$ cat src/rtl/core/byte_sliced_conjunctive_scan_core_assert.svh
// ----------------------------------------------------------------------------
// byte sliced conjunctive scan assertion macros
// clocked property wrappers shared by the scan core rtl
// ----------------------------------------------------------------------------
`ifndef BYTE_SLICED_CONJUNCTIVE_SCAN_CORE_ASSERT_SVH
`define BYTE_SLICED_CONJUNCTIVE_SCAN_CORE_ASSERT_SVH

// same-cycle implication, disabled while reset is low
`define BSCS_ASSERT_IMPL(label, clk, rst_n, ante, cons, msg) \
  label: assert property (@(posedge clk) disable iff (!rst_n) (ante) |-> (cons)) \
    else $error(msg);

// next-cycle implication, disabled while reset is low
`define BSCS_ASSERT_NEXT(label, clk, rst_n, ante, cons, msg) \
  label: assert property (@(posedge clk) disable iff (!rst_n) (ante) |=> (cons)) \
    else $error(msg);

`endif

$ cat src/rtl/core/bscs_pkg.sv
// ----------------------------------------------------------------------------
// bscs_pkg
// shared types and constants of the byte sliced conjunctive scan core
// ----------------------------------------------------------------------------
`default_nettype none

package bscs_pkg;

  localparam int LIT_W       = 32;
  localparam int SLICE_W     = 64;
  localparam int OUT_W       = 8;
  localparam int REG_COLUMNS = 4;
  localparam int OP_W        = 3;
  localparam int BW_W        = 6;
  localparam int CNT_W       = 2;
  localparam int COL_W       = 2;
  localparam int BIDX_W      = 2;
  localparam int CMP_W       = 12;
  localparam int WIDTHS_W    = 24;
  localparam int COUNTS_W    = 8;
  localparam int NCOLS_W     = 3;
  localparam int CFG_IDX_W   = 3;
  localparam int CFG_DATA_W  = 32;

  typedef enum logic [OP_W-1:0] {
    OP_EQ = 3'd0,
    OP_NE = 3'd1,
    OP_LT = 3'd2,
    OP_LE = 3'd3,
    OP_GT = 3'd4,
    OP_GE = 3'd5
  } bscs_op_e;

  typedef enum logic [CFG_IDX_W-1:0] {
    REG_LIT0   = 3'd0,
    REG_LIT1   = 3'd1,
    REG_LIT2   = 3'd2,
    REG_LIT3   = 3'd3,
    REG_CMP    = 3'd4,
    REG_WIDTHS = 3'd5,
    REG_COUNTS = 3'd6,
    REG_NCOLS  = 3'd7
  } bscs_reg_e;

  // per-column mask control from the decode
  typedef struct packed {
    logic upd;
    logic clr;
  } bscs_col_ctrl_t;

endpackage

`default_nettype wire

$ cat src/rtl/core/bscs_lane.sv
// ----------------------------------------------------------------------------
// bscs_lane
// unsigned byte compare of one tuple lane against the literal byte
// ----------------------------------------------------------------------------
`default_nettype none

module bscs_lane (
  input  logic [7:0] data_i,
  input  logic [7:0] lit_i,
  output logic       lt_o,
  output logic       gt_o
);

  assign lt_o = data_i < lit_i;
  assign gt_o = data_i > lit_i;

endmodule

`default_nettype wire

$ cat src/rtl/core/bscs_column.sv
// ----------------------------------------------------------------------------
// bscs_column
// less, greater and equal lane masks of one predicate column and its result
// ----------------------------------------------------------------------------
`default_nettype none

module bscs_column #(
  parameter int LANES = 8
) (
  input  logic                        clk_i,
  input  logic                        rst_ni,
  input  bscs_pkg::bscs_col_ctrl_t    ctrl_i,
  input  logic [bscs_pkg::OP_W-1:0]   op_i,
  input  logic [LANES-1:0]            lt_i,
  input  logic [LANES-1:0]            gt_i,
  input  logic [LANES-1:0]            eq_i,
  output logic [LANES-1:0]            eq_next_o,
  output logic [LANES-1:0]            res_next_o
);

  import bscs_pkg::*;

  logic [LANES-1:0] less_q, less_d;
  logic [LANES-1:0] greater_q, greater_d;
  logic [LANES-1:0] equal_q, equal_d;
  bscs_op_e         op;

  assign op = bscs_op_e'(op_i);

  always_comb begin
    less_d    = less_q;
    greater_d = greater_q;
    equal_d   = equal_q;
    if (ctrl_i.upd) begin
      // only lanes still tied can be decided by this byte
      unique case (op) inside
        OP_LT, OP_LE: less_d    = less_q | (equal_q & lt_i);
        OP_GT, OP_GE: greater_d = greater_q | (equal_q & gt_i);
        default: ;
      endcase
      equal_d = equal_q & eq_i;
    end
  end

  always_comb begin
    unique case (op)
      OP_EQ:   res_next_o = equal_d;
      OP_NE:   res_next_o = ~equal_d;
      OP_LT:   res_next_o = less_d;
      OP_LE:   res_next_o = less_d | equal_d;
      OP_GT:   res_next_o = greater_d;
      OP_GE:   res_next_o = greater_d | equal_d;
      default: res_next_o = '0;
    endcase
  end

  assign eq_next_o = equal_d;

  always_ff @(posedge clk_i or negedge rst_ni) begin
    if (!rst_ni) begin
      less_q    <= '0;
      greater_q <= '0;
      equal_q   <= {LANES{1'b1}};
    end else if (ctrl_i.clr) begin
      less_q    <= '0;
      greater_q <= '0;
      equal_q   <= {LANES{1'b1}};
    end else begin
      less_q    <= less_d;
      greater_q <= greater_d;
      equal_q   <= equal_d;
    end
  end

endmodule

`default_nettype wire

$ cat src/rtl/core/byte_sliced_conjunctive_scan_core.sv
// ----------------------------------------------------------------------------
// byte_sliced_conjunctive_scan_core
// conjunction of up to four column predicates over tuples held as byte slices
//
//   channel  | direction | handshake              | payload
//   ---------+-----------+------------------------+----------------------------
//   in       | sink      | in_valid_i/in_ready_o  | column, byte_index, slice,
//            |           |                        | skip_slice, last
//   out      | source    | out_valid_o/out_ready_i| match_mask, all_decided,
//            |           |                        | segment_done
//   cfg      | sink      | cfg_valid_i/cfg_ready_o| cfg_index_i, cfg_data_i
//
// one item per cycle unless the output stalls, one registered result per item;
// the only loop is the addressed column's mask read-modify-write, held in flops
// reset clears all masks at once, no sweep; cfg is always ready
// the output register takes a new item whenever it is empty or being drained
// ----------------------------------------------------------------------------
`default_nettype none

module byte_sliced_conjunctive_scan_core #(
  parameter int NUM_COLUMNS = 4,
  parameter int LANES       = 8,
  parameter int MAX_BYTES   = 4
) (
  input  logic                              clk_i,
  input  logic                              rst_ni,

  input  logic                              cfg_valid_i,
  output logic                              cfg_ready_o,
  input  logic [bscs_pkg::CFG_IDX_W-1:0]    cfg_index_i,
  input  logic [bscs_pkg::CFG_DATA_W-1:0]   cfg_data_i,

  input  logic                              in_valid_i,
  output logic                              in_ready_o,
  input  logic [bscs_pkg::COL_W-1:0]        column_i,
  input  logic [bscs_pkg::BIDX_W-1:0]       byte_index_i,
  input  logic [bscs_pkg::SLICE_W-1:0]      slice_i,
  input  logic                              skip_slice_i,
  input  logic                              last_i,

  output logic                              out_valid_o,
  input  logic                              out_ready_i,
  output logic [bscs_pkg::OUT_W-1:0]        match_mask_o,
  output logic                              all_decided_o,
  output logic                              segment_done_o
);

  import bscs_pkg::*;

  localparam int NCOL = (NUM_COLUMNS < REG_COLUMNS) ? NUM_COLUMNS : REG_COLUMNS;

  // configuration registers
  logic [LIT_W-1:0]    lit_q [REG_COLUMNS];
  logic [CMP_W-1:0]    cmp_codes_q;
  logic [WIDTHS_W-1:0] bit_widths_q;
  logic [COUNTS_W-1:0] byte_counts_q;
  logic [NCOLS_W-1:0]  ncols_q;

  assign cfg_ready_o = 1'b1;

  always_ff @(posedge clk_i or negedge rst_ni) begin
    if (!rst_ni) begin
      for (int i = 0; i < REG_COLUMNS; i++) lit_q[i] <= '0;
      cmp_codes_q   <= '0;
      bit_widths_q  <= '0;
      byte_counts_q <= '0;
      ncols_q       <= NCOLS_W'(1);
    end else if (cfg_valid_i && cfg_ready_o) begin
      unique case (bscs_reg_e'(cfg_index_i))
        REG_LIT0, REG_LIT1, REG_LIT2, REG_LIT3:
          lit_q[cfg_index_i[COL_W-1:0]] <= cfg_data_i;
        REG_CMP:    cmp_codes_q   <= cfg_data_i[CMP_W-1:0];
        REG_WIDTHS: bit_widths_q  <= cfg_data_i[WIDTHS_W-1:0];
        REG_COUNTS: byte_counts_q <= cfg_data_i[COUNTS_W-1:0];
        REG_NCOLS:  ncols_q       <= cfg_data_i[NCOLS_W-1:0];
        default: ;
      endcase
    end
  end

  // columns taking part in the conjunction
  logic [NCOLS_W-1:0] n_used;
  always_comb begin
    if (ncols_q == '0) n_used = NCOLS_W'(1);
    else if (ncols_q > NCOLS_W'(NCOL)) n_used = NCOLS_W'(NCOL);
    else n_used = ncols_q;
  end

  // literal byte of the addressed column, left aligned to its slice count
  logic [2:0]       cnt_p1;
  logic [2:0]       nb;
  logic [BW_W-1:0]  cap;
  logic [BW_W-1:0]  bw_raw;
  logic [BW_W-1:0]  bw;
  logic [BW_W-1:0]  shamt;
  logic [LIT_W-1:0] lit_mask;
  logic [LIT_W-1:0] lit_aligned;
  logic [1:0]       byte_pos;
  logic             byte_ok;
  logic [7:0]       lit_sel;

  always_comb begin
    cnt_p1 = {1'b0, byte_counts_q[CNT_W*column_i +: CNT_W]} + 3'd1;
    nb     = (4'(cnt_p1) > 4'(MAX_BYTES)) ? 3'(MAX_BYTES) : cnt_p1;
    cap    = {nb, 3'b000};
    bw_raw = bit_widths_q[BW_W*column_i +: BW_W];
    if (bw_raw == '0) bw = BW_W'(1);
    else if (bw_raw > cap) bw = cap;
    else bw = bw_raw;
    lit_mask    = LIT_W'((64'd1 << bw) - 64'd1);
    shamt       = cap - bw;
    lit_aligned = (lit_q[column_i] & lit_mask) << shamt;
    byte_ok     = {1'b0, byte_index_i} < nb;
    byte_pos    = 2'(nb - 3'd1 - {1'b0, byte_index_i});
    lit_sel     = lit_aligned[{byte_pos, 3'b000} +: 8];
  end

  // lane compares
  logic [LANES-1:0] lane_lt;
  logic [LANES-1:0] lane_gt;
  logic [LANES-1:0] lane_eq;

  for (genvar l = 0; l < LANES; l++) begin : g_lane
    bscs_lane u_lane (
      .data_i (slice_i[8*l +: 8]),
      .lit_i  (lit_sel),
      .lt_o   (lane_lt[l]),
      .gt_o   (lane_gt[l])
    );
  end

  assign lane_eq = ~(lane_lt | lane_gt);

  // per-column mask state
  logic             in_acc;
  logic [LANES-1:0] eq_next  [NCOL];
  logic [LANES-1:0] res_next [NCOL];

  assign in_ready_o = !out_valid_o || out_ready_i;
  assign in_acc     = in_valid_i && in_ready_o;

  for (genvar c = 0; c < NCOL; c++) begin : g_col
    bscs_col_ctrl_t ctrl;

    assign ctrl.upd = in_acc && !skip_slice_i && byte_ok &&
                      (column_i == COL_W'(c)) && (NCOLS_W'(c) < n_used);
    assign ctrl.clr = in_acc && last_i;

    bscs_column #(
      .LANES (LANES)
    ) u_column (
      .clk_i      (clk_i),
      .rst_ni     (rst_ni),
      .ctrl_i     (ctrl),
      .op_i       (cmp_codes_q[OP_W*c +: OP_W]),
      .lt_i       (lane_lt),
      .gt_i       (lane_gt),
      .eq_i       (lane_eq),
      .eq_next_o  (eq_next[c]),
      .res_next_o (res_next[c])
    );
  end

  // merge across columns in use
  logic [LANES-1:0] any_equal;
  logic [LANES-1:0] conj;

  always_comb begin
    any_equal = '0;
    conj      = {LANES{1'b1}};
    for (int c = 0; c < NCOL; c++) begin
      if (NCOLS_W'(c) < n_used) begin
        any_equal = any_equal | eq_next[c];
        conj      = conj & res_next[c];
      end
    end
  end

  // output register
  logic             out_valid_q;
  logic [OUT_W-1:0] match_mask_q;
  logic             all_decided_q;
  logic             segment_done_q;

  always_ff @(posedge clk_i or negedge rst_ni) begin
    if (!rst_ni) begin
      out_valid_q <= 1'b0;
    end else if (in_acc) begin
      out_valid_q <= 1'b1;
    end else if (out_ready_i) begin
      out_valid_q <= 1'b0;
    end
  end

  always_ff @(posedge clk_i) begin
    if (in_acc) begin
      match_mask_q   <= last_i ? OUT_W'(conj) : '0;
      all_decided_q  <= (any_equal == '0);
      segment_done_q <= last_i;
    end
  end

  assign out_valid_o    = out_valid_q;
  assign match_mask_o   = match_mask_q;
  assign all_decided_o  = all_decided_q;
  assign segment_done_o = segment_done_q;

`include "byte_sliced_conjunctive_scan_core_assert.svh"

  `BSCS_ASSERT_NEXT(a_acc_gives_result, clk_i, rst_ni, in_acc, out_valid_o, "item lost")
  `BSCS_ASSERT_IMPL(a_empty_is_ready, clk_i, rst_ni, !out_valid_o, in_ready_o, "empty stall")
  `BSCS_ASSERT_IMPL(a_mask_only_on_done, clk_i, rst_ni, out_valid_o && !segment_done_o, match_mask_o == '0, "mask before done")

endmodule

`default_nettype wire
$ cat config.mk
export PLATFORM = sky130hd
export DESIGN_NAME = byte_sliced_conjunctive_scan_core
export DESIGN_NICKNAME = d
export VERILOG_FILES = /design/src/rtl/core/bscs_pkg.sv /design/src/rtl/core/bscs_lane.sv /design/src/rtl/core/bscs_column.sv /design/src/rtl/core/byte_sliced_conjunctive_scan_core.sv
export VERILOG_INCLUDE_DIRS = /design/src /design/src/rtl/core
export SDC_FILE = /design/constraint.sdc
export NUM_CORES = 1
export LEC_CHECK = 0
export BUFFER_PORTS_ARGS = -buffer_cell sky130_fd_sc_hd__buf_2
export CAP_MARGIN = 20
export CORE_ASPECT_RATIO = 1.75
export CORE_MARGIN = 3
export CORE_UTILIZATION = 42
export DETAILED_ROUTE_END_ITERATION = 7
export PLACE_DENSITY = 0.59
export SYNTH_ARGS = -nofsm -noshare
export SYNTH_HDL_FRONTEND = slang
export SYNTH_SLANG_ARGS = --single-unit
export TNS_END_PERCENT = 30
$ cat constraint.sdc
create_clock -name clk_i -period 19.05 [get_ports clk_i]
set_input_delay 2.8575 -clock clk_i [delete_from_list [all_inputs] [get_ports clk_i]]
set_output_delay 2.8575 -clock clk_i [all_outputs]
set_load 0.02 [all_outputs]
; Yosys cells after proc, flatten, opt, wreduce, memory -nomap -nowiden
; Cells that the tools add are included.
[op_classes]
n_addsub = 5
multipliers = 1
n_div = 0
order_cmp = 27
eq_ne = 30
shift = 5
mux = 57
bitwise = 43
n_reduce_logical = 40
[ops]
columns = op, count
row1 = 8-bit two-way mux, 40
row2 = 8-bit one-hot mux with 6 select lines, 4
row3 = 8-bit OR, 20
row4 = 128-bit bitwise mux, 1
row5 = 8-bit bitwise AND, 15
row6 = 32-bit two-way mux, 3
row7 = 32-bit binary-select mux with 2-bit select, 1
row8 = 32-bit demux with 2-bit select, 1
row9 = 8-bit > comparator, 8
row10 = 8-bit less-than comparator, 8
row11 = 8-bit inverter, 5
row12 = 3-bit == test (second input constant), 12
row13 = 32-bit bitwise AND, 1
row14 = 32-bit by 6-bit indexed part select with 8-bit output, 1
row15 = 1-bit by 6-bit << shifter with 32-bit output (first input constant), 1
row16 = 32-bit by 6-bit << shifter with 32-bit output, 1
row17 = 32-bit by 1-bit subtractor with 32-bit output (second input constant), 1
row18 = 3-bit by 2-bit == test with 1-bit output (second input constant), 10
row19 = 24-bit by 6-bit indexed part select with 6-bit output, 1
row20 = 3-bit logical NOT, 6
row21 = 2-bit OR reduction, 8
row22 = 3-bit by 1-bit == test with 1-bit output (second input constant), 5
row23 = 1-bit logical AND, 13
row24 = 6-bit two-way mux, 2
row25 = other kinds (26), 40
[word_totals]
regBits = 282
latch_bits = 0
ram_bits = 0
rom_bits = 0
input_bits = 110
out_inout_bits = 13
word_cells = 232
memories = 0

; Depth between registers and ports, before layout
; Gate-level depths: netlist of the first run.
[logic_depth]
word_depth = 26
ltp_mapped = 49
ltp_nobuf = 39

; By module
; From an unflattened synthesis of the first run, not the netlist that was laid out.
[unflattened]
hier_cells = 1992
area_unflattened_um2 = 19650.1
[by_module_without_submodules]
columns = module, n_inst, cells_each, area_each_um2, seq_area_each_um2
row1 = byte_sliced_conjunctive_scan_core, 1, 1156, 12172.9, 4705.8
row2 = bscs_column, 4, 151, 1446.4, 610.6
row3 = bscs_lane, 8, 29, 211.5, 0.0

; Worst setup path before layout of the first run
; Ideal clock, no wire load.
[synth_timing]
kind = in2reg
startpoint = in column_i[0] (netlist bit)
endpoint = reg all_decided_q, in the netlist all_decided_o (data pin)
setup_ns = 0.182
t_arrival_ns = 13.421
t_required_ns = 18.868
setup_slack_ns = 5.447
cell_stages = 44
n_path_buf = 11
path_cell_list = buf_6 > buf_6 > buf_1 > clkbuf_1 > clkbuf_1 > mux4_2 > ha_1 > or2_2 > o22a_1 > buf_2 > o211ai_1 > clkbuf_1 > nand3_1 > nand2_1 > clkbuf_1 > clkbuf_1 > ha_1 > clkbuf_1 > [... 8 more ...] > o211ai_1 > or2_1 > a31oi_1 > nor2_1 > a211oi_1 > a2111oi_0 > o221ai_1 > ha_1 > o21a_1 > o21a_1 > o21a_1 > o21a_1 > o41ai_1 > a21boi_0 > or4_1 > nor3_1 > nor2_1 > nor4b_1
[synth_via]
elab_chain_len = 25
word_cells_on_any_way = 70
cone_classes = 5 x add/sub / 1 x mul / 19 x order compare / 3 x eq/ne / 5 x shift / 14 x mux / 11 x bitwise / 12 x reduce/logical
[synth_lines]
columns = item, line
row1 = "start, declared", byte_sliced_conjunctive_scan_core.sv:35  ; input logic [bscs_pkg::COL_W-1:0] column_i,
row2 = "parallel branches: the longest is 23 deep, another holds 32-bit by 1-bit subtractor with 32-bit output", -
row3 = 8-bit two-way mux *, byte_sliced_conjunctive_scan_core.sv:172  ; if (NCOLS_W'(c) < n_used) begin
row4 = 8-bit logical NOT *, byte_sliced_conjunctive_scan_core.sv:198  ; all_decided_q <= (any_equal == '0);
row5 = "end signal, assigned", byte_sliced_conjunctive_scan_core.sv:198
row6 = "end, declared", byte_sliced_conjunctive_scan_core.sv:182  ; logic all_decided_q;
; Every way passes the cells marked *. The select of a mux whose other input is x is not followed.
; A chain may end at the register's enable or synchronous reset.

; Worst setup path after layout of the first run
; Ends and elaborated chain as after synthesis.

==> impl_metrics.csv, run 1 <==
group,metric,value,unit
floorplanning,design.die.area,0.0458,mm²
cells_and_area,drive_gt1_share,25.4,%
cts,htreeDepth,1,
pwr,power.switching,1.87,mW
pwr,fin_total_pwr,3.75,mW
drt,ant_nets,0,
sta,fin_skew,11.9,ps
yosys,synth_mux_area_share,17.3,%
cts,cts_hold_buf,0,
cts,cts.path.max_buffers,3,
drt,drt_iter0_drc,1239,
place,io_buffers,121,
setup_path,start_kind,"input port",
sta,clock.fmax,66.9,MHz
global_route,track_usage,27.6,%
yosys,yosysWarnings,0,
floorplanning,initial_core_util,42.5,%
setup_path,cp_common_cell,"o21a_1",
sta,setup_violations,0,
pwr,power_frac_clock,15.4,%
global_route,grt-ovfl-total,0,
cts,clock_latency,580,ps
floorplanning,io_pins,123,
global_route,grt_max_degree,198,
cells_and_area,fin_cells,2472,
yosys,synth_ff_type,"dfrtp_1",
global_route,antenna_found_initial,1,
yosys,synth-compound-area-share,19.8,%
cts,root_buffer,"clkbuf_16",
outcome,status,"finished clean",
sta,hold_viol,0,
setup_path,cp_slowest_stage_delay,990,ps
place,place_hpwl,49.1,mm
yosys,syn-num-nets,1996,
sta,finalWorstPathRequiredPeriod,14940,ps
yosys,synth-seq-cells,282,
yosys,synth_top_family_by_area,"compound AO/OA/AOI/OAI gates",
global_route,grt_pass1_wl,96.3,mm
cts,cts_setup_buffers,0,
floorplanning,core,0.0427,mm²
setup_path,cpMaxStageDelayCell,"mux2i_1",
drt,first_pass_iters,6,
cts,cts_resized,0,
pwr,ir_drop,88.1,µV
cts,cts_tree,"done",
sta,rsz0062_at_grt,"no",
sta,drv_slew,0,
place,place_congestion,1.12,
pwr,switching_share,49.8,%
yosys,ys_async_sr_fraction,96.5,%
cts,cts_made_buffers,29,
yosys,postSynthCellCount,1811,
cts,path_clk_slew,60,ps
drt,viasPerCell,6.29,
yosys,synth-simple-area-share,13.4,%
pwr,leakagePower,8.39,nW
sta,min_period_over_period,78.4,%
setup_path,cp_data_required_time,19330,ps
drt,drt-total-wl,64.4,mm
sta,final.setup.tns,0,ps
floorplanning,rows,100,
floorplanning,die_w,163,µm
pwr,power_density,185,mW/mm²
setup_path,crit_type,"in -> reg",
yosys,synth_fa_ha_area_share,5.23,%
cts,clkSinkCount,282,
setup_path,setup.worst_path.end_class,"register",
sta,slew_headroom,23.9,%
cells_and_area,layout.nets,2072,
setup_path,path_max_fanout,41,
yosys,synth-xor-area-share,1.83,%
cells_and_area,design_area,0.0203,mm²
yosys,ys_types,88,
sta,tightestPinTransition,1130,ps
yosys,synth-edff-count,10,
yosys,synth.cell_area,0.0181,mm²
yosys,avgSynthCellArea,10.0,µm²
place,place_inst,2415,
pwr,p_seq_share,20.8,%
worst_hold_path,hold_path.class,"reg -> reg",
setup_path,arrival,15220,ps
cells_and_area,fin_util,47.5,%
job,max_cap_viol_count,0,
drt,drc,0,
pwr,combPwrFrac,63.8,%
pwr,p_int,1.88,mW
cells_and_area,area_growth,11.8,%
drt,dr_total_vias,15500,
yosys,seq_area_frac_synth,39.4,%
floorplanning,die_h,281,µm
drt,post_drt_wl_per_cell,26.1,µm
place,place_area,0.0193,mm²
global_route,grt_pass1_vias,16000,
critical path: cells and delay by family:
kind                     cells  cell delay [ps]
buffers and inverters        5             2470
adder cells (fa/ha/maj)      3             1470
multiplexers                 4             1510
AO/OA/AOI/OAI               12             4370
AND/OR/NAND/NOR              9             2500
power groups by stage:
stage / logic (mW) / registers [mW] / clock network (mW)
after global routing: 2.58 / 0.791 / 0.612
after detailed placement: 2.34 / 0.789 / 0
final: 2.39 / 0.778 / 0.579
after global placement: 2.32 / 0.783 / 0
after CTS: 2.35 / 0.778 / 0.590
after floorplan: 1.63 / 0.749 / 0
registers in the layout (all words and copies together) (netlist names):
signal                    cells
all_decided_o                 1
bit_widths_q                 24
byte_counts_q                 8
cmp_codes_q                  12
g_col.u_column.equal_q       32
g_col.u_column.greater_q     32
g_col.u_column.less_q        32
lit_q                       128
match_mask_o                  8
ncols_q                       3
out_valid_o                   1
segment_done_o                1
Yosys cell counts, types with 10 or more instances:
cell / instances / area share [%]
ha_1: 75 / 5.2
clkbuf_1: 84 / 1.7
edfxtp_1: 10 / 1.7
a21oi_1: 68 / 1.9
nor3_1: 38 / 1.0
dfstp_2: 33 / 4.8
a211oi_1: 17 / 0.70
nand4_1: 33 / 1.1
nor2b_1: 15 / 0.52
nand2_1: 137 / 2.8
nand2b_1: 18 / 0.62
mux4_2: 37 / 4.6
xnor2_1: 36 / 1.7
mux2_2: 182 / 11
o21a_1: 54 / 2.2
o21ai_0: 80 / 2.2
buf_1: 10 / 0.21
dfrtp_1: 239 / 33
o221ai_1: 12 / 0.58
a21o_1: 14 / 0.58
nand3_1: 43 / 1.2
nor2_1: 178 / 3.7
a311oi_1: 13 / 0.63
a22o_1: 13 / 0.63
and2_1: 10 / 0.34
mux2i_1: 25 / 1.4
inv_1: 30 / 0.62
o211ai_1: 16 / 0.66
a31oi_1: 92 / 3.2
path summary, 6_finish.rpt:
kind | slack, ps | startpoint | depth (start not counted) | to
worst max register to register | 6710 | byte_counts_q[6]$_DFFE_PN0P_ | 34 | all_decided_o$_DFFE_PP_
worst min register to register | 480 | g_col[1].u_column.greater_q[5]$_DFF_PN0_ | 2 | g_col[1].u_column.greater_q[5]$_DFF_PN0_
worst min-delay path | 480 | g_col[1].u_column.greater_q[5]$_DFF_PN0_ | 2 | g_col[1].u_column.greater_q[5]$_DFF_PN0_
min in group asynchronous | 2260 | rst_ni | 1 | g_col[2].u_column.greater_q[2]$_DFF_PN0_
worst max-delay path | 4110 | column_i[0] | 33 | all_decided_o$_DFFE_PP_
max in group asynchronous | 15280 | rst_ni | 2 | g_col[3].u_column.greater_q[0]$_DFF_PN0_
metrics by stage:
step                      hold slack (ps)  setup WS (ps)
final                                 484           4110
after global routing                  497           3590
after CTS                             487           3520
after detailed placement              473           2960
after global placement                464           2050
after floorplan                       445           5450
metal layers:
layer	track usage, %	vias up	wire, µm
met1	27.2	7700	21200
met2	51.9	564	34700
met5	0	-	0
met4	20.3	0	5850
li1	-	7039	-
met3	3.26	235	2630
cells in the final DEF, fill, tap and decap left out, types with 36 or more instances in the layout:
cell type  count
nand2_1      137
mux2_2       182
nor3_1        36
ha_1          75
o21ai_0       80
a31oi_1       92
o21a_1        54
dfrtp_1      239
nor2_1       178
a21oi_1       68
xnor2_1       36
nand3_1       43
buf_2        122
mux4_2        37
logic make-up (layout without fill, tap and decap cells):
| kind of cell | count (synthesis) | count (layout) |
|---|---|---|
| AOI/OAI and AO/OA | 509 | 509 |
| DFF | 282 | 282 |
| and+or+nand+nor | 524 | 524 |
| xor gates and xnor gates | 38 | 38 |
| adders and majority gates | 76 | 76 |
| buffers and inverters | 137 | 236 |
| muxes | 244 | 244 |
| other | 1 | 2 |
final cells by class:
type,instances,area (µm²)
timing repair buffer,150,865
clock inverter,13,144
inverter,32,120
sequential,282,7150
fill,4076,22400
tap,561,702
antenna,1,2.50
clock buffer,41,822
multi-input combinational,1392,10500
No activity file was read; power rests on OpenSTA's default activity.
==> run 2, diff against run 1 <==
Settings changed: ABC_AREA from default to 1.
Clock period 19.05 ns to 15.15 ns, I/O delays scaled along.
==> impl_metrics.csv, run 2 <==
group,metric,value,unit
outcome,status,"finished clean",
setup_path,cp_common_cell,"nand2_1",
place,io_buffers,121,
yosys,synthTopCellsByCount,"nand2_1, o21ai_0, nor2_1",
cts,cts_tree,"done",
yosys,postSynthCellCount,2431,
drt,drt_iter0_drc,1455,
drt,viasPerCell,5.74,
floorplanning,die_h,278,µm
global_route,grt_max_degree,123,
place,place_congestion,1.03,
cts,htreeDepth,1,
floorplanning,initial_core_util,42.4,%
sta,tightestPinTransition,1180,ps
drt,ant_nets,0,
sta,min_period_over_period,80.5,%
cts,clock_latency,580,ps
drt,post_drt_wl_per_cell,22.7,µm
yosys,ys_async_sr_fraction,96.5,%
cts,clkSinkCount,282,
sta,worst_slack,2960,ps
sta,clock.fmax,82.0,MHz
pwr,power.switching,1.95,mW
pwr,power_frac_clock,18.7,%
yosys,synth.cell_area,0.0177,mm²
setup_path,cpMaxStageDelayCell,"nor2_1",
setup_path,cp_slowest_stage_delay,700,ps
sta,final.setup.tns,0,ps
setup_path,r2r_start,"byte_counts_q[2]$_DFFE_PN0P_",
setup_path,arrival,12490,ps
setup_path,ff2ff_setup_slack,5060,ps
cells_and_area,area_growth,11.8,%
yosys,syn-num-nets,2616,
global_route,grt_pass1_vias,17700,
cells_and_area,layout.nets,2703,
yosys,synth-seq-cells,282,
floorplanning,core,0.0417,mm²
cts,cts_made_buffers,28,
setup_path,reg2regPathDepth,49,
cts,root_buffer,"clkbuf_16",
worst_hold_path,hp-start,"lit_q[70]$_DFFE_PN0P_",
setup_path,worstReg2RegEnd,"match_mask_o[6]$_SDFFCE_PN0P_",
cells_and_area,layout_commonest_cell,"nand2_1",
place,place_hpwl,54.0,mm
sta,hold_viol,0,
cts,path_clk_slew,70,ps
place,pre_cts_ws,2570,ps
pwr,p_int,1.90,mW
yosys,avgSynthCellArea,7.29,µm²
drt,drt-total-wl,70.2,mm
pwr,combPwrFrac,57.0,%
floorplanning,design.die.area,0.0448,mm²
pwr,power_density,195,mW/mm²
yosys,yosysMostFrequentCell,"nand2_1",
worst_hold_path,holdPathEnd,"lit_q[70]$_DFFE_PN0P_",
setup_path,start_kind,"input port",
yosys,synth-edff-count,10,
yosys,synth_ff_type,"dfrtp_1",
setup_path,path_max_fanout,37,
drt,drc,0,
sta,fin_skew,22.4,ps
sta,setup_violations,0,
sta,drv_slew,0,
yosys,seq_area_frac_synth,40.3,%
global_route,antenna_found_initial,0,
drt,dr_total_vias,17800,
pwr,ir_drop,126,µV
sta,slew_headroom,20.7,%
cells_and_area,drive_gt1_share,11.1,%
drt,first_pass_iters,5,
pwr,leakagePower,9.92,nW
floorplanning,die_w,161,µm
sta,rsz0062_at_grt,"no",
cts,cts_hold_buf,0,
sta,finalWorstPathRequiredPeriod,12190,ps
global_route,grt_pass1_wl,106,mm
setup_path,cp_data_required_time,15450,ps
worst_hold_path,hold_path.class,"reg -> reg",
setup_path,setup.worst_path.end_class,"register",
setup_path,crit_type,"in -> reg",
global_route,grt-ovfl-total,0,
floorplanning,io_pins,123,
worst_hold_path,holdPathStages,2,
job,max_cap_viol_count,0,
cells_and_area,fin_util,47.4,%
cells_and_area,largest_register_ffs,128,
yosys,ys_types,54,
cts,cts_resized,0,
yosys,post-synth-top-area-cell,"dfrtp_1",
yosys,yosysWarnings,0,
global_route,track_usage,30.9,%
cts,cts.path.max_buffers,3,
pwr,switching_share,50.7,%
cells_and_area,diodes,0,
floorplanning,rows,99,
yosys,synth_top_area_share,33.8,%
cts,cts_setup_buffers,0,
pwr,p_seq_share,24.3,%
cells_and_area,final_cell_mix,"nand2_1, o21ai_0, nor2_1",
cells_and_area,top_register,"lit_q",
yosys,synth_area_leaders,"dfrtp_1, nand2_1, o21ai_0",
[run 2: changes by cell type in the layout (fill, tap and decap cells not counted), sizes merged, moves of 109 or more]
cell | previous run | this run
o21ai | 81 | 282
mux2 | 182 | 0
nand3 | 43 | 192
inv | 32 | 208
nor2 | 178 | 287
nand2 | 137 | 691
[run 2: worst max-delay path, delay by kind of cell]
kind | cells | cell delay [ps]
buf+inv | 8 | 1940
compound gates | 7 | 2040
fa+ha+maj | 6 | 1640
simple gates | 29 | 4520
[run 2: kinds of logic after synthesis]
kind of cell | after synthesis | share of synthesized area [%]
other cells | 1 | 0.0212
buf+inv | 300 | 6.64
flops | 282 | 40.3
fa+ha+maj | 75 | 5.30
compound gates | 529 | 17.9
simple gates | 1239 | 29.6
xor+xnor | 5 | 0.247
[run 2: power by group through the flow]
stage	Sequential [mW]	Clock, mW	Combinational [mW]
final	0.936	0.721	2.20
after global routing	0.948	0.763	2.46
after CTS	0.935	0.729	2.18
after detailed placement	0.947	0	2.17
after global placement	0.945	0	2.16
after floorplan	0.932	0	1.46
[run 2: layer usage]
| metal | GRT usage (%) | wire [µm] |
|---|---|---|
| met3 | 3.33 | 2720 |
| met1 | 31.1 | 23500 |
| met5 | 0 | 0 |
| met2 | 57.7 | 37200 |
| met4 | 23.4 | 6730 |
[run 2: stage by stage]
stage	std cells	power, mW	instance area, µm²	hold slack, ps
finish	3093	3.86	19800	486
detailed placement	3041	3.12	18800	472
floorplan	2431	2.40	17700	446
global route	3093	4.17	19800	499
global placement	3040	3.10	18800	463
CTS	3091	3.84	19800	487
[run 2: cell type report]
cell class | count | area, µm²
multi-input cells | 1849 | 9410
clock inverters | 5 | 104
clock buffers | 45 | 835
repair buffers | 145 | 811
flip-flops and latches | 282 | 7150
fillers | 4323 | 21900
well taps | 555 | 694
inverters | 212 | 798
[run 2: worst max-delay path by stage]
stage                startpoint  cells past startpoint  slack, ps                       endpoint
floorplan           column_i[1]                     52       5810  match_mask_o[2]$_SDFFCE_PN0P_
global placement    column_i[0]                     48       2630  match_mask_o[6]$_SDFFCE_PN0P_
detailed placement  column_i[0]                     50       2570  match_mask_o[6]$_SDFFCE_PN0P_
CTS                 column_i[0]                     50       3180  match_mask_o[6]$_SDFFCE_PN0P_
global route        column_i[0]                     49       2400  match_mask_o[6]$_SDFFCE_PN0P_
finish              column_i[0]                     50       2960  match_mask_o[6]$_SDFFCE_PN0P_
==> run 3, diff against run 2 <==
Clock period 15.15 ns to 11.85 ns, I/O delays scaled along.
==> impl_metrics.csv, run 3 (synthesis gave the netlist of run 2 again) <==
group,metric,value,unit
floorplanning,core,0.0417,mm²
pwr,power.switching,2.57,mW
setup_path,r2r_start,"byte_counts_q[6]$_DFFE_PN0P_",
pwr,p_int,2.43,mW
global_route,grt-ovfl-total,0,
cells_and_area,area_growth,11.9,%
sta,finalWorstPathRequiredPeriod,10190,ps
cts,cts_made_buffers,29,
place,io_buffers,121,
global_route,antenna_found_initial,0,
worst_hold_path,hp-start,"g_col[0].u_column.less_q[5]$_DFF_PN0_",
drt,viasPerCell,5.76,
pwr,p_seq_share,24.0,%
floorplanning,rows,99,
cts,clock_latency,580,ps
pwr,power_frac_clock,18.1,%
cts,cts_resized,0,
pwr,fin_total_pwr,5.00,mW
sta,drv_slew,0,
job,max_cap_viol_count,0,
global_route,grt_max_degree,161,
sta,rsz0062_at_grt,"no",
cells_and_area,largest_register_ffs,128,
pwr,combPwrFrac,57.9,%
drt,dr_total_vias,17800,
setup_path,cp_data_required_time,12160,ps
drt,drt_iter0_drc,1571,
cts,cts_setup_buffers,0,
sta,tightestPinTransition,1010,ps
setup_path,setup.worst_path.end_class,"register",
sta,final.setup.tns,0,ps
place,place_congestion,1.06,
setup_path,path_max_fanout,14,
global_route,grt_pass1_vias,17700,
floorplanning,die_h,278,µm
pwr,switching_share,51.4,%
floorplanning,initial_core_util,42.4,%
pwr,power_density,252,mW/mm²
cts,root_buffer,"clkbuf_16",
place,pre_cts_ws,1370,ps
setup_path,cp_slowest_stage_delay,730,ps
cts,path_clk_slew,60,ps
sta,min_period_over_period,86.0,%
sta,fin_skew,9.03,ps
setup_path,crit_type,"in -> reg",
drt,drc,0,
global_route,track_usage,30.4,%
pwr,ir_drop,144,µV
floorplanning,design.die.area,0.0448,mm²
sta,setup_violations,0,
pwr,leakagePower,9.94,nW
cells_and_area,layout_commonest_cell,"nand2_1",
sta,hold_viol,0,
setup_path,cp-startpoint,"column_i[1]",
worst_hold_path,hold_path.class,"reg -> reg",
cts,cts_tree,"done",
floorplanning,die_w,161,µm
drt,drt-total-wl,69.3,mm
drt,ant_nets,0,
cells_and_area,fin_cells,3100,
cells_and_area,fillers,4381,
setup_path,cpMaxStageDelayCell,"a2111oi_0",
outcome,status,"finished clean",
sta,slew_headroom,32.3,%
place,place_hpwl,52.3,mm
drt,first_pass_iters,6,
global_route,grt_pass1_wl,105,mm
place,place_inst,3045,
setup_path,arrival,10490,ps
cts,cts_hold_buf,0,
setup_path,start_kind,"input port",
setup_path,cp_common_cell,"nand2_1",
cells_and_area,layout.nets,2706,
sta,worst_slack,1660,ps
cells_and_area,top_register,"lit_q",
cells_and_area,drive_gt1_share,11.3,%
cts,htreeDepth,1,
cts,clkSinkCount,282,
drt,post_drt_wl_per_cell,22.4,µm
floorplanning,io_pins,123,
sta,hold_ws,479,ps
cts,cts.path.max_buffers,3,
sta,clock.fmax,98.2,MHz
cells_and_area,final_cell_mix,"nand2_1, o21ai_0, nor2_1",
[run 3: worst paths after layout]
check,to,slack (ps),depth (start not counted)
worst min-delay path,g_col[0].u_column.less_q[5]$_DFF_PN0_,480,2
min in group asynchronous,g_col[1].u_column.greater_q[0]$_DFF_PN0_,1270,1
max in group asynchronous,g_col[2].u_column.less_q[0]$_DFF_PN0_,9170,2
worst max register to register,match_mask_o[5]$_SDFFCE_PN0P_,3040,45
worst min register to register,g_col[0].u_column.less_q[5]$_DFF_PN0_,480,2
worst max-delay path,match_mask_o[5]$_SDFFCE_PN0P_,1660,46
[run 3: critical path, delay by kind of cell]
family | cells | cell delay, ps
and+or+nand+nor | 27 | 4400
buffers and inverters | 7 | 1060
AOI/OAI and AO/OA | 7 | 1850
adders and majority gates | 5 | 1380
[run 3: through the flow]
stage | util, % | cell area [µm²]
global route | 47.5 | 19800
detailed placement | 45.3 | 18900
CTS | 47.5 | 19800
global placement | 45.2 | 18900
floorplan | - | 17700
finish | 47.5 | 19800
[run 3: power by group through the flow]
stage	registers [mW]	logic (mW)	clock network, mW
3_3_place_gp	1.21	2.81	0
4_1_cts	1.20	2.85	0.918
2_1_floorplan	1.19	1.87	0
6_report	1.20	2.89	0.905
5_1_grt	1.22	3.20	0.957
3_5_place_dp	1.21	2.84	0
[run 3: per-layer routing]
layer  global-route usage, %  routed length, µm
met5                       0                  0
met4                    24.7               7090
met3                    3.18               3030
met2                    55.5              35900
met1                    30.8              23300
[run 3: final cells by class]
class / instances / area [µm²] / share of cell area [%]
multi-input cells: 1849 / 9410 / 47.5
diodes: 1 / 2.50 / 0.0126
inverters: 212 / 798 / 4.03
clock inverters: 10 / 96.3 / 0.486
repair buffers: 147 / 836 / 4.22
flip-flops and latches: 282 / 7150 / 36.1
clock buffers: 44 / 832 / 4.20
well taps: 555 / 694 / 3.50
